**config.mk**
```make
export PLATFORM = sky130hd
export DESIGN_NAME = bounded_undo_redo_history_flat
export DESIGN_NICKNAME = d
export VERILOG_FILES = /design/src/hdl/buh_pkg.sv /design/src/hdl/buh_cmd_if.sv /design/src/hdl/buh_res_if.sv /design/src/hdl/buh_ram.sv /design/src/hdl/buh_ctrl.sv /design/src/hdl/bounded_undo_redo_history.sv /design/src/flat_wrapper.sv
export SDC_FILE = /design/constraint.sdc
export NUM_CORES = 2
export LEC_CHECK = 0
export ABC_CLOCK_PERIOD_IN_PS = 12940
export BUFFER_PORTS_ARGS = -buffer_cell sky130_fd_sc_hd__buf_2
export CAP_MARGIN = 20
export CORE_UTILIZATION = 45
export CTS_BUF_LIST = sky130_fd_sc_hd__clkbuf_4 sky130_fd_sc_hd__clkbuf_8 sky130_fd_sc_hd__clkbuf_16
export DETAILED_ROUTE_END_ITERATION = 12
export PLACE_DENSITY = 0.67
export SLEW_MARGIN = 20
export SYNTH_ARGS = -nofsm -noshare
export SYNTH_HDL_FRONTEND = slang
export SYNTH_SLANG_ARGS = --single-unit
```
**constraint.sdc**
```tcl
create_clock -name clk -period 12.94 [get_ports clk]
set_clock_uncertainty 0.1 [all_clocks]
set_input_delay 2.588 -clock clk [delete_from_list [all_inputs] [get_ports clk]]
set_output_delay 2.588 -clock clk [all_outputs]
set_load 0.005 [all_outputs]
```
**src/hdl/buh_pkg.sv**
```systemverilog
// Shared types and operation codes for the bounded undo/redo history.
// No dependencies; buh_cmd_if, buh_ctrl and the top level import this package.
`default_nettype none

package buh_pkg;

    localparam int FUNC_W = 2;

    localparam logic [FUNC_W-1:0] FUNC_ADD  = 2'd0;
    localparam logic [FUNC_W-1:0] FUNC_UNDO = 2'd1;
    localparam logic [FUNC_W-1:0] FUNC_REDO = 2'd2;

    // Status that the controller hands to the result stage.
    typedef struct packed {
        logic done;
        logic last_valid;
        logic next_valid;
        logic fwd_last;
        logic fwd_next;
        logic load;
    } buh_flags_t;

endpackage

`default_nettype wire

```
**src/hdl/buh_cmd_if.sv**
```systemverilog
// Command channel of the undo/redo history: operation code and entry.
// Depends on buh_pkg for the width of the operation code.
`default_nettype none

interface buh_cmd_if #(
    parameter int ENTRY_WIDTH = 32
);
    import buh_pkg::*;

    logic                   valid;
    logic                   ready;
    logic [FUNC_W-1:0]      func;
    logic [ENTRY_WIDTH-1:0] entry_data;

    modport source (output valid, output func, output entry_data, input ready);
    modport sink   (input valid, input func, input entry_data, output ready);
endinterface

`default_nettype wire

```
**src/hdl/buh_res_if.sv**
```systemverilog
// Result channel of the undo/redo history: outcome, top entries and counts.
// No dependencies.
`default_nettype none

interface buh_res_if #(
    parameter int ENTRY_WIDTH = 32,
    parameter int COUNT_WIDTH = 7
);
    logic                   valid;
    logic                   ready;
    logic                   done_res;
    logic                   last_valid;
    logic [ENTRY_WIDTH-1:0] last_entry;
    logic                   next_valid;
    logic [ENTRY_WIDTH-1:0] next_entry;
    logic [COUNT_WIDTH-1:0] past_count;
    logic [COUNT_WIDTH-1:0] future_count;

    modport source (
        output valid, output done_res, output last_valid, output last_entry,
        output next_valid, output next_entry, output past_count, output future_count,
        input ready
    );
    modport sink (
        input valid, input done_res, input last_valid, input last_entry,
        input next_valid, input next_entry, input past_count, input future_count,
        output ready
    );
endinterface

`default_nettype wire

```
**src/hdl/buh_ram.sv**
```systemverilog
// Generic synchronous RAM: one write port, two read ports, registered reads.
// No dependencies.
`default_nettype none

module buh_ram #(
    parameter int WIDTH = 32,
    parameter int DEPTH = 64
) (
    input  wire logic                     clk,
    input  wire logic                     wr_en,
    input  wire logic [$clog2(DEPTH)-1:0] wr_addr,
    input  wire logic [WIDTH-1:0]         wr_data,
    input  wire logic                     rd_en,
    input  wire logic [$clog2(DEPTH)-1:0] rd_addr_a,
    input  wire logic [$clog2(DEPTH)-1:0] rd_addr_b,
    output logic      [WIDTH-1:0]         rd_data_a,
    output logic      [WIDTH-1:0]         rd_data_b
);
    logic [WIDTH-1:0] mem [DEPTH];
    logic [WIDTH-1:0] rd_a_reg;
    logic [WIDTH-1:0] rd_b_reg;

    always_ff @(posedge clk)
    begin
        if (wr_en)
        begin
            mem[wr_addr] <= wr_data;
        end
        if (rd_en)
        begin
            rd_a_reg <= mem[rd_addr_a];
            rd_b_reg <= mem[rd_addr_b];
        end
    end

    assign rd_data_a = rd_a_reg;
    assign rd_data_b = rd_b_reg;
endmodule

`default_nettype wire

```
**src/hdl/buh_ctrl.sv**
```systemverilog
// Pointer registers and sequencing of the undo/redo history ring.
// Depends on buh_pkg; drives the ring RAM ports and the result stage flags.
`default_nettype none

module buh_ctrl #(
    parameter int DEPTH       = 64,
    parameter int ENTRY_WIDTH = 32
) (
    input  wire logic                       clk,
    input  wire logic                       rst_n,
    input  wire logic                       in_valid,
    input  wire logic [buh_pkg::FUNC_W-1:0] in_func,
    input  wire logic [ENTRY_WIDTH-1:0]     in_data,
    output logic                            in_ready,
    input  wire logic                       out_free,
    output logic                            wr_en,
    output logic [$clog2(DEPTH)-1:0]        wr_addr,
    output logic                            rd_en,
    output logic [$clog2(DEPTH)-1:0]        rd_addr_a,
    output logic [$clog2(DEPTH)-1:0]        rd_addr_b,
    output logic [ENTRY_WIDTH-1:0]          fwd_data,
    output buh_pkg::buh_flags_t             flags,
    output logic [$clog2(DEPTH+1)-1:0]      past_count,
    output logic [$clog2(DEPTH+1)-1:0]      future_count
);
    import buh_pkg::*;

    localparam int IDX_W = $clog2(DEPTH);
    localparam int CNT_W = $clog2(DEPTH + 1);
    localparam int SUM_W = CNT_W + 1;
    localparam logic [CNT_W-1:0] DEPTH_C = CNT_W'(DEPTH);
    localparam logic [SUM_W-1:0] DEPTH_S = SUM_W'(DEPTH);
    localparam logic [IDX_W-1:0] LAST_IDX = IDX_W'(DEPTH - 1);

    localparam logic ST_IDLE = 1'b0;
    localparam logic ST_BUSY = 1'b1;

    logic             state_reg, state_next;
    logic [IDX_W-1:0] oldest_reg, oldest_next;
    logic [CNT_W-1:0] past_reg, past_next;
    logic [CNT_W-1:0] redo_reg, redo_next;
    logic             done_reg, done_next;
    logic             fwd_last_reg, fwd_next_reg;
    logic [ENTRY_WIDTH-1:0] wdata_reg;
    logic             accept;
    logic             load;

    // Ring position of an offset from the oldest entry; the sum stays below
    // twice the depth for every offset that is actually used.
    function automatic logic [IDX_W-1:0] ring_pos(input logic [IDX_W-1:0] base,
                                                   input logic [CNT_W-1:0] off);
        logic [SUM_W-1:0] sum;
        sum = SUM_W'(base) + SUM_W'(off);
        if (sum >= DEPTH_S)
        begin
            sum = sum - DEPTH_S;
        end
        return sum[IDX_W-1:0];
    endfunction

    assign accept = in_valid && in_ready;
    assign load   = (state_reg == ST_BUSY) && out_free;

    always_comb
    begin
        oldest_next = oldest_reg;
        past_next   = past_reg;
        redo_next   = redo_reg;
        done_next   = 1'b0;
        wr_en       = 1'b0;
        wr_addr     = ring_pos(oldest_reg, past_reg);
        if (accept)
        begin
            case (in_func)
                FUNC_ADD:
                begin
                    done_next = 1'b1;
                    wr_en     = 1'b1;
                    redo_next = '0;
                    if (past_reg == DEPTH_C)
                    begin
                        // Full past: the new entry replaces the oldest one.
                        wr_addr     = oldest_reg;
                        oldest_next = (oldest_reg == LAST_IDX) ? '0 : oldest_reg + 1'b1;
                    end
                    else
                    begin
                        past_next = past_reg + 1'b1;
                    end
                end
                FUNC_UNDO:
                begin
                    if (past_reg != '0)
                    begin
                        past_next = past_reg - 1'b1;
                        redo_next = redo_reg + 1'b1;
                        done_next = 1'b1;
                    end
                end
                FUNC_REDO:
                begin
                    if (redo_reg != '0 && past_reg < DEPTH_C)
                    begin
                        past_next = past_reg + 1'b1;
                        redo_next = redo_reg - 1'b1;
                        done_next = 1'b1;
                    end
                end
                default:
                begin
                    done_next = 1'b0;
                end
            endcase
        end
    end

    // The new top entries are read in the accept cycle, so a read of the
    // entry being written at the same edge takes the write data instead.
    assign rd_en     = accept;
    assign rd_addr_a = ring_pos(oldest_next, past_next - 1'b1);
    assign rd_addr_b = ring_pos(oldest_next, past_next);

    always_comb
    begin
        state_next = state_reg;
        case (state_reg)
            ST_IDLE:
            begin
                if (accept)
                begin
                    state_next = ST_BUSY;
                end
            end
            ST_BUSY:
            begin
                if (out_free)
                begin
                    state_next = ST_IDLE;
                end
            end
            default:
            begin
                state_next = ST_IDLE;
            end
        endcase
    end

    always_ff @(posedge clk or negedge rst_n)
    begin
        if (!rst_n)
        begin
            state_reg    <= ST_IDLE;
            oldest_reg   <= '0;
            past_reg     <= '0;
            redo_reg     <= '0;
            done_reg     <= 1'b0;
            fwd_last_reg <= 1'b0;
            fwd_next_reg <= 1'b0;
        end
        else
        begin
            state_reg <= state_next;
            if (accept)
            begin
                oldest_reg   <= oldest_next;
                past_reg     <= past_next;
                redo_reg     <= redo_next;
                done_reg     <= done_next;
                fwd_last_reg <= wr_en && (wr_addr == rd_addr_a);
                fwd_next_reg <= wr_en && (wr_addr == rd_addr_b);
            end
        end
    end

    always_ff @(posedge clk)
    begin
        if (accept)
        begin
            wdata_reg <= in_data;
        end
    end

    assign in_ready         = (state_reg == ST_IDLE);
    assign fwd_data         = wdata_reg;
    assign flags.done       = done_reg;
    assign flags.last_valid = (past_reg != '0);
    assign flags.next_valid = (redo_reg != '0);
    assign flags.fwd_last   = fwd_last_reg;
    assign flags.fwd_next   = fwd_next_reg;
    assign flags.load       = load;
    assign past_count       = past_reg;
    assign future_count     = redo_reg;
endmodule

`default_nettype wire

```
**src/hdl/bounded_undo_redo_history.sv**
```systemverilog
// Top level of the bounded undo/redo history: ring RAM, controller, result register.
// Depends on buh_pkg, buh_cmd_if, buh_res_if, buh_ram and buh_ctrl.
//
//   Channel | Dir | Beat payload
//   --------+-----+-----------------------------------------------------------
//   cmd     | in  | func, entry_data
//   res     | out | done_res, last_valid, last_entry, next_valid, next_entry,
//           |     | past_count, future_count
//
// In the accept cycle a command updates the pointers, writes the ring RAM and issues
// both reads; the result register loads the registered read data once it is free.
// A command beat is taken only while no command is in flight; the result
// register holds its beat until taken, and the next command may be accepted
// meanwhile. Reset clears the pointers and counts; the RAM is not cleared.
`default_nettype none

module bounded_undo_redo_history #(
    parameter int DEPTH       = 64,
    parameter int ENTRY_WIDTH = 32
) (
    input  wire logic clk,
    input  wire logic rst_n,
    buh_cmd_if.sink   cmd,
    buh_res_if.source res
);
    import buh_pkg::*;

    localparam int IDX_W = $clog2(DEPTH);
    localparam int CNT_W = $clog2(DEPTH + 1);

    logic                   wr_en;
    logic [IDX_W-1:0]       wr_addr;
    logic                   rd_en;
    logic [IDX_W-1:0]       rd_addr_a;
    logic [IDX_W-1:0]       rd_addr_b;
    logic [ENTRY_WIDTH-1:0] rd_data_a;
    logic [ENTRY_WIDTH-1:0] rd_data_b;
    logic [ENTRY_WIDTH-1:0] fwd_data;
    buh_flags_t             flags;
    logic [CNT_W-1:0]       past_count;
    logic [CNT_W-1:0]       future_count;
    logic                   out_free;
    logic [ENTRY_WIDTH-1:0] last_sel;
    logic [ENTRY_WIDTH-1:0] next_sel;

    logic                   out_valid_reg;
    logic                   done_reg;
    logic                   last_valid_reg;
    logic [ENTRY_WIDTH-1:0] last_entry_reg;
    logic                   next_valid_reg;
    logic [ENTRY_WIDTH-1:0] next_entry_reg;
    logic [CNT_W-1:0]       past_count_reg;
    logic [CNT_W-1:0]       future_count_reg;

    buh_ram #(
        .WIDTH (ENTRY_WIDTH),
        .DEPTH (DEPTH)
    ) u_ring (
        .clk       (clk),
        .wr_en     (wr_en),
        .wr_addr   (wr_addr),
        .wr_data   (cmd.entry_data),
        .rd_en     (rd_en),
        .rd_addr_a (rd_addr_a),
        .rd_addr_b (rd_addr_b),
        .rd_data_a (rd_data_a),
        .rd_data_b (rd_data_b)
    );

    buh_ctrl #(
        .DEPTH       (DEPTH),
        .ENTRY_WIDTH (ENTRY_WIDTH)
    ) u_ctrl (
        .clk          (clk),
        .rst_n        (rst_n),
        .in_valid     (cmd.valid),
        .in_func      (cmd.func),
        .in_data      (cmd.entry_data),
        .in_ready     (cmd.ready),
        .out_free     (out_free),
        .wr_en        (wr_en),
        .wr_addr      (wr_addr),
        .rd_en        (rd_en),
        .rd_addr_a    (rd_addr_a),
        .rd_addr_b    (rd_addr_b),
        .fwd_data     (fwd_data),
        .flags        (flags),
        .past_count   (past_count),
        .future_count (future_count)
    );

    assign out_free = !out_valid_reg || res.ready;

    // An empty side reports zero; otherwise take the forwarded write data
    // when the read hit the entry written in the same cycle.
    always_comb
    begin
        last_sel = '0;
        next_sel = '0;
        if (flags.last_valid)
        begin
            last_sel = flags.fwd_last ? fwd_data : rd_data_a;
        end
        if (flags.next_valid)
        begin
            next_sel = flags.fwd_next ? fwd_data : rd_data_b;
        end
    end

    always_ff @(posedge clk or negedge rst_n)
    begin
        if (!rst_n)
        begin
            out_valid_reg <= 1'b0;
        end
        else if (flags.load)
        begin
            out_valid_reg <= 1'b1;
        end
        else if (res.ready)
        begin
            out_valid_reg <= 1'b0;
        end
    end

    always_ff @(posedge clk)
    begin
        if (flags.load)
        begin
            done_reg         <= flags.done;
            last_valid_reg   <= flags.last_valid;
            last_entry_reg   <= last_sel;
            next_valid_reg   <= flags.next_valid;
            next_entry_reg   <= next_sel;
            past_count_reg   <= past_count;
            future_count_reg <= future_count;
        end
    end

    assign res.valid        = out_valid_reg;
    assign res.done_res     = done_reg;
    assign res.last_valid   = last_valid_reg;
    assign res.last_entry   = last_entry_reg;
    assign res.next_valid   = next_valid_reg;
    assign res.next_entry   = next_entry_reg;
    assign res.past_count   = past_count_reg;
    assign res.future_count = future_count_reg;

    // Past and redo entries together never exceed the ring.
    assert property (@(posedge clk) disable iff (!rst_n)
        res.valid |-> ({1'b0, res.past_count} + {1'b0, res.future_count}) <= (CNT_W + 1)'(DEPTH))
        else $error("past plus redo count exceeds the ring depth");

    // A command in flight keeps the command channel closed.
    assert property (@(posedge clk) disable iff (!rst_n)
        (cmd.valid && cmd.ready) |=> !cmd.ready)
        else $error("command accepted while another one is in flight");

    // The valid bits of a result agree with its counts.
    assert property (@(posedge clk) disable iff (!rst_n)
        res.valid |-> (res.last_valid == (res.past_count != '0)) &&
                      (res.next_valid == (res.future_count != '0)))
        else $error("result valid bits disagree with its counts");

    // An empty side reports a zero entry.
    assert property (@(posedge clk) disable iff (!rst_n)
        (res.valid && !res.last_valid) |-> (res.last_entry == '0))
        else $error("empty past reports a nonzero entry");
endmodule

`default_nettype wire
```
**src/flat_wrapper.sv**
```systemverilog
// flat-port wrapper written by rule: the top's interface ports become plain ports
module bounded_undo_redo_history_flat import buh_pkg::*;
#(
    parameter int DEPTH       = 64,
    parameter int ENTRY_WIDTH = 32
)
  (clk, rst_n, cmd_valid, cmd_func, cmd_entry_data, cmd_ready, res_valid, res_done_res, res_last_valid, res_last_entry, res_next_valid, res_next_entry, res_past_count, res_future_count, res_ready);
  buh_cmd_if #(.ENTRY_WIDTH(ENTRY_WIDTH)) cmd_i ();
  buh_res_if #(.ENTRY_WIDTH(ENTRY_WIDTH)) res_i ();
  input  wire logic clk;
  input  wire logic rst_n;
  input wire logic [$bits(cmd_i.valid)-1:0] cmd_valid;
  input wire logic [$bits(cmd_i.func)-1:0] cmd_func;
  input wire logic [$bits(cmd_i.entry_data)-1:0] cmd_entry_data;
  output wire logic [$bits(cmd_i.ready)-1:0] cmd_ready;
  output wire logic [$bits(res_i.valid)-1:0] res_valid;
  output wire logic [$bits(res_i.done_res)-1:0] res_done_res;
  output wire logic [$bits(res_i.last_valid)-1:0] res_last_valid;
  output wire logic [$bits(res_i.last_entry)-1:0] res_last_entry;
  output wire logic [$bits(res_i.next_valid)-1:0] res_next_valid;
  output wire logic [$bits(res_i.next_entry)-1:0] res_next_entry;
  output wire logic [$bits(res_i.past_count)-1:0] res_past_count;
  output wire logic [$bits(res_i.future_count)-1:0] res_future_count;
  input wire logic [$bits(res_i.ready)-1:0] res_ready;
  assign cmd_i.valid = cmd_valid;
  assign cmd_i.func = cmd_func;
  assign cmd_i.entry_data = cmd_entry_data;
  assign cmd_ready = cmd_i.ready;
  assign res_valid = res_i.valid;
  assign res_done_res = res_i.done_res;
  assign res_last_valid = res_i.last_valid;
  assign res_last_entry = res_i.last_entry;
  assign res_next_valid = res_i.next_valid;
  assign res_next_entry = res_i.next_entry;
  assign res_past_count = res_i.past_count;
  assign res_future_count = res_i.future_count;
  assign res_i.ready = res_ready;
  bounded_undo_redo_history #(.DEPTH(DEPTH), .ENTRY_WIDTH(ENTRY_WIDTH)) u_core (.clk(clk), .rst_n(rst_n), .cmd(cmd_i), .res(res_i));
endmodule
```
==> results.py <==
metrics = {
    "floorplan": {
        "die_h_um": 481,
        "initial_core_util_pct": 45.3,
        "ios": 121,
        "row_count": 175,
        "core_um2": 227000,
        "die_w_um": 481,
        "dieArea_um2": 231000,
    },
    "global_routing": {
        "grt_pass1_vias": 55683,
        "grt_max_degree": 130,
        "grt.total_usage_pct": 27.5,
        "antenna_found_initial": 24,
        "overflow": 0,
        "grt_pass1_wl_mm": 439,
    },
    "drt": {
        "drt-wirelength-per-cell_um": 39.4,
        "wirelength_mm": 316,
        "drc": 0,
        "firstDrtPassIters": 5,
        "ant_nets": 0,
        "vias_per_cell": 7.05,
        "vias": 56431,
        "drt-initial-drc-count": 9022,
    },
    "outcome": {
        "status": "completed",
    },
    "final_layout": {
        "largest-register": "u_core.u_ring.mem",
        "fin_cells": 8007,
        "design_area_um2": 115000,
        "multiInputGateArea_um2": 34700,
        "largest_reg_flops": 2048,
        "fill_cells": 17440,
        "finalNetCount": 4872,
        "layout-drive-gt1-share_pct": 40.7,
        "synthToLayoutAreaGrowth_pct": 12.0,
        "ff_latch_area_um2": 67400,
    },
    "placed_design": {
        "dp_cells": 7576,
        "dp_hpwl_mm": 169,
        "gp_congestion": 0.849,
        "placed_area_um2": 108000,
        "io_buffers": 120,
    },
    "timing": {
        "tightest_slew_ps": 1380,
        "timing.fmax_mhz": 120,
        "finalMaxSlewViolations": 0,
        "setup_viol": 0,
        "min_period_over_period_pct": 64.3,
        "setup-tns-final_ps": 0,
        "hold_violations": 0,
        "rsz0062_at_grt": "no",
        "layout_min_cycle_time_ps": 8320,
        "slew_headroom_pct": 8.31,
    },
    "logic_synthesis": {
        "synth_cells": 4684,
        "synth_edf_count": 2225,
        "yosysWarnings": 0,
        "yosysSeqAreaShare_pct": 65.4,
        "synth_top_cell_by_area": "edfxtp_1",
        "synth_ff_type": "edfxtp_1",
        "synth_common_cells": "2225 x edfxtp_1, 1280 x mux4_2, 248 x clkbuf_1",
        "synthTopCellsByArea": "edfxtp_1 65%, mux4_2 28%, mux2i_1 0.98%",
        "yosysTopAreaCellShare_pct": 64.8,
        "yosys_register_bits": 2250,
        "ys_types": 66,
        "yosys.cell_count.top_type": "edfxtp_1",
        "avgSynthCellArea_um2": 22.0,
        "synthArstFlopShare_pct": 1.11,
        "syn_area_um2": 103000,
        "mappedNetlistNets": 4755,
    },
    "worst_setup_path": {
        "critical_path.startpoint_type": "input port",
        "cp_max_fo": 44,
        "setup.worst_path.end_class": "register",
        "crit_required_ps": 13400,
        "r2r_cells": 14,
        "arrival_ps": 8790,
        "reg2reg_to": "u_core.u_ring.rd_data_b[25]",
        "r2r_setup_slack_ps": 5810,
        "r2r-start": "u_core.u_ctrl.past_count[1]",
        "critPathKind": "input port to register",
    },
    "clock_tree": {
        "cts.reportedPaths.clkPinSlew_ps": 60,
        "cts_tree": "done",
        "cts_max_level": 4,
        "cts_sinks": 2250,
        "clk_path_buf_depth": 3,
        "clkLatencyLatePin_ps": 870,
        "post_cts_buffers": 0,
        "clockRootBuffer": "clkbuf_16",
        "cts_made_buffers": 229,
        "holdBufCountCts": 0,
        "post_cts_resized": 0,
    },
    "min_path": {
        "whs_path_depth": 0,
        "min-delay-start": "u_core.u_ctrl.done_reg",
        "hold_class": "register to register",
        "min_to": "u_core.res.done_res",
    },
    "power_and_ir_drop": {
        "p_leak_uw": 0.0358,
        "peakVddDrop_mv": 0.592,
        "power_uw": 30700,
        "p_per_area_nw_per_um2": 266,
    },
    "job": {
        "cap_violations": 0,
    },
}
==> cell families (layout without fill, tap and decap cells) <==
group | count (synthesis) | in the layout | synth area share (%)
XOR/XNOR | 37 | 37 | 0.329
multiplexers | 1416 | 1416 | 29.3
buffers and inverters | 388 | 692 | 1.49
adder cells (fa/ha/maj) | 33 | 33 | 0.430
AND/OR/NAND/NOR | 374 | 374 | 1.75
AO/OA/AOI/OAI | 186 | 186 | 1.25
flip-flops | 2250 | 2250 | 65.4
other | 0 | 10 | 0
==> layout make-up <==
class                           count  share of cell area, %
Antenna cell                       10                 0.0217
Clock buffer                      294                   5.47
Clock inverter                    124                   1.04
Inverter                           21                 0.0726
Multi-Input combinational cell   2046                   30.1
Sequential cell                  2250                   58.4
Tap cell                         3009                   3.26
Timing Repair Buffer              253                   1.69
==> through the flow <==
step / setup WS, ps / util (%) / hold slack (ps)
after floorplan: 5370 / - / 325
after global placement: 3940 / 47.4 / 351
after detailed placement: 3860 / 47.4 / 358
after CTS: 4760 / 50.7 / 374
after global routing: 4460 / 50.8 / 379
final: 4620 / 50.8 / 373
==> metal layers <==
layer / up-vias / track usage [%] / routed length, µm
met2: 3961 / 42.2 / 148000
met1: 30798 / 38.1 / 116000
met5: - / 0 / 67
li1: 21030 / - / -
met4: 10 / 10.3 / 12700
met3: 632 / 6.83 / 38400
==> placed cells by master, fill, tap and decap left out, types with 18 or more instances in the layout <==
cell type,n
mux4_2,1280
nand2_1,77
inv_1,19
clkbuf_4,59
xnor2_1,22
dfrtp_1,23
nand4_1,100
clkinv_1,48
clkinv_2,39
mux2_2,35
ha_1,28
o211ai_1,64
o21ai_0,48
buf_2,116
edfxtp_1,2225
bufinv_16,18
buf_12,22
clkbuf_16,234
buf_4,111
nor2_4,66
nor2_1,81
mux2i_1,101
==> worst max-delay path by stage <==
stage                      from                          end  slack (ps)  depth (start not counted)
finish              cmd_func[0]  u_core.u_ring.rd_data_b[25]        4620                         15
CTS                 cmd_func[0]  u_core.u_ring.rd_data_b[25]        4760                         15
floorplan           cmd_func[0]  u_core.u_ring.rd_data_b[23]        5370                         17
global route        cmd_func[0]   u_core.u_ring.rd_data_a[2]        4460                         17
global placement    cmd_func[0]   u_core.u_ring.rd_data_a[2]        3940                         17
detailed placement  cmd_func[0]  u_core.u_ring.rd_data_b[25]        3860                         15
==> critical path, stage by stage <==
cell,delay [ps]
buf_2,130
inv_1,80
ha_1,300
nand3b_1,310
or3_1,630
mux2_2,400
ha_1,240
fa_4,1360
buf_4,670
buf_4,600
mux4_2,390
mux4_2,490
mux2_2,280
nand2_1,80
o21ai_0,100
==> power by group <==
part	switching (µW)	internal (µW)
combinational	7910	7530
sequential	166	8490
clock	2820	3800
No activity file was read; power rests on OpenSTA's default activity.
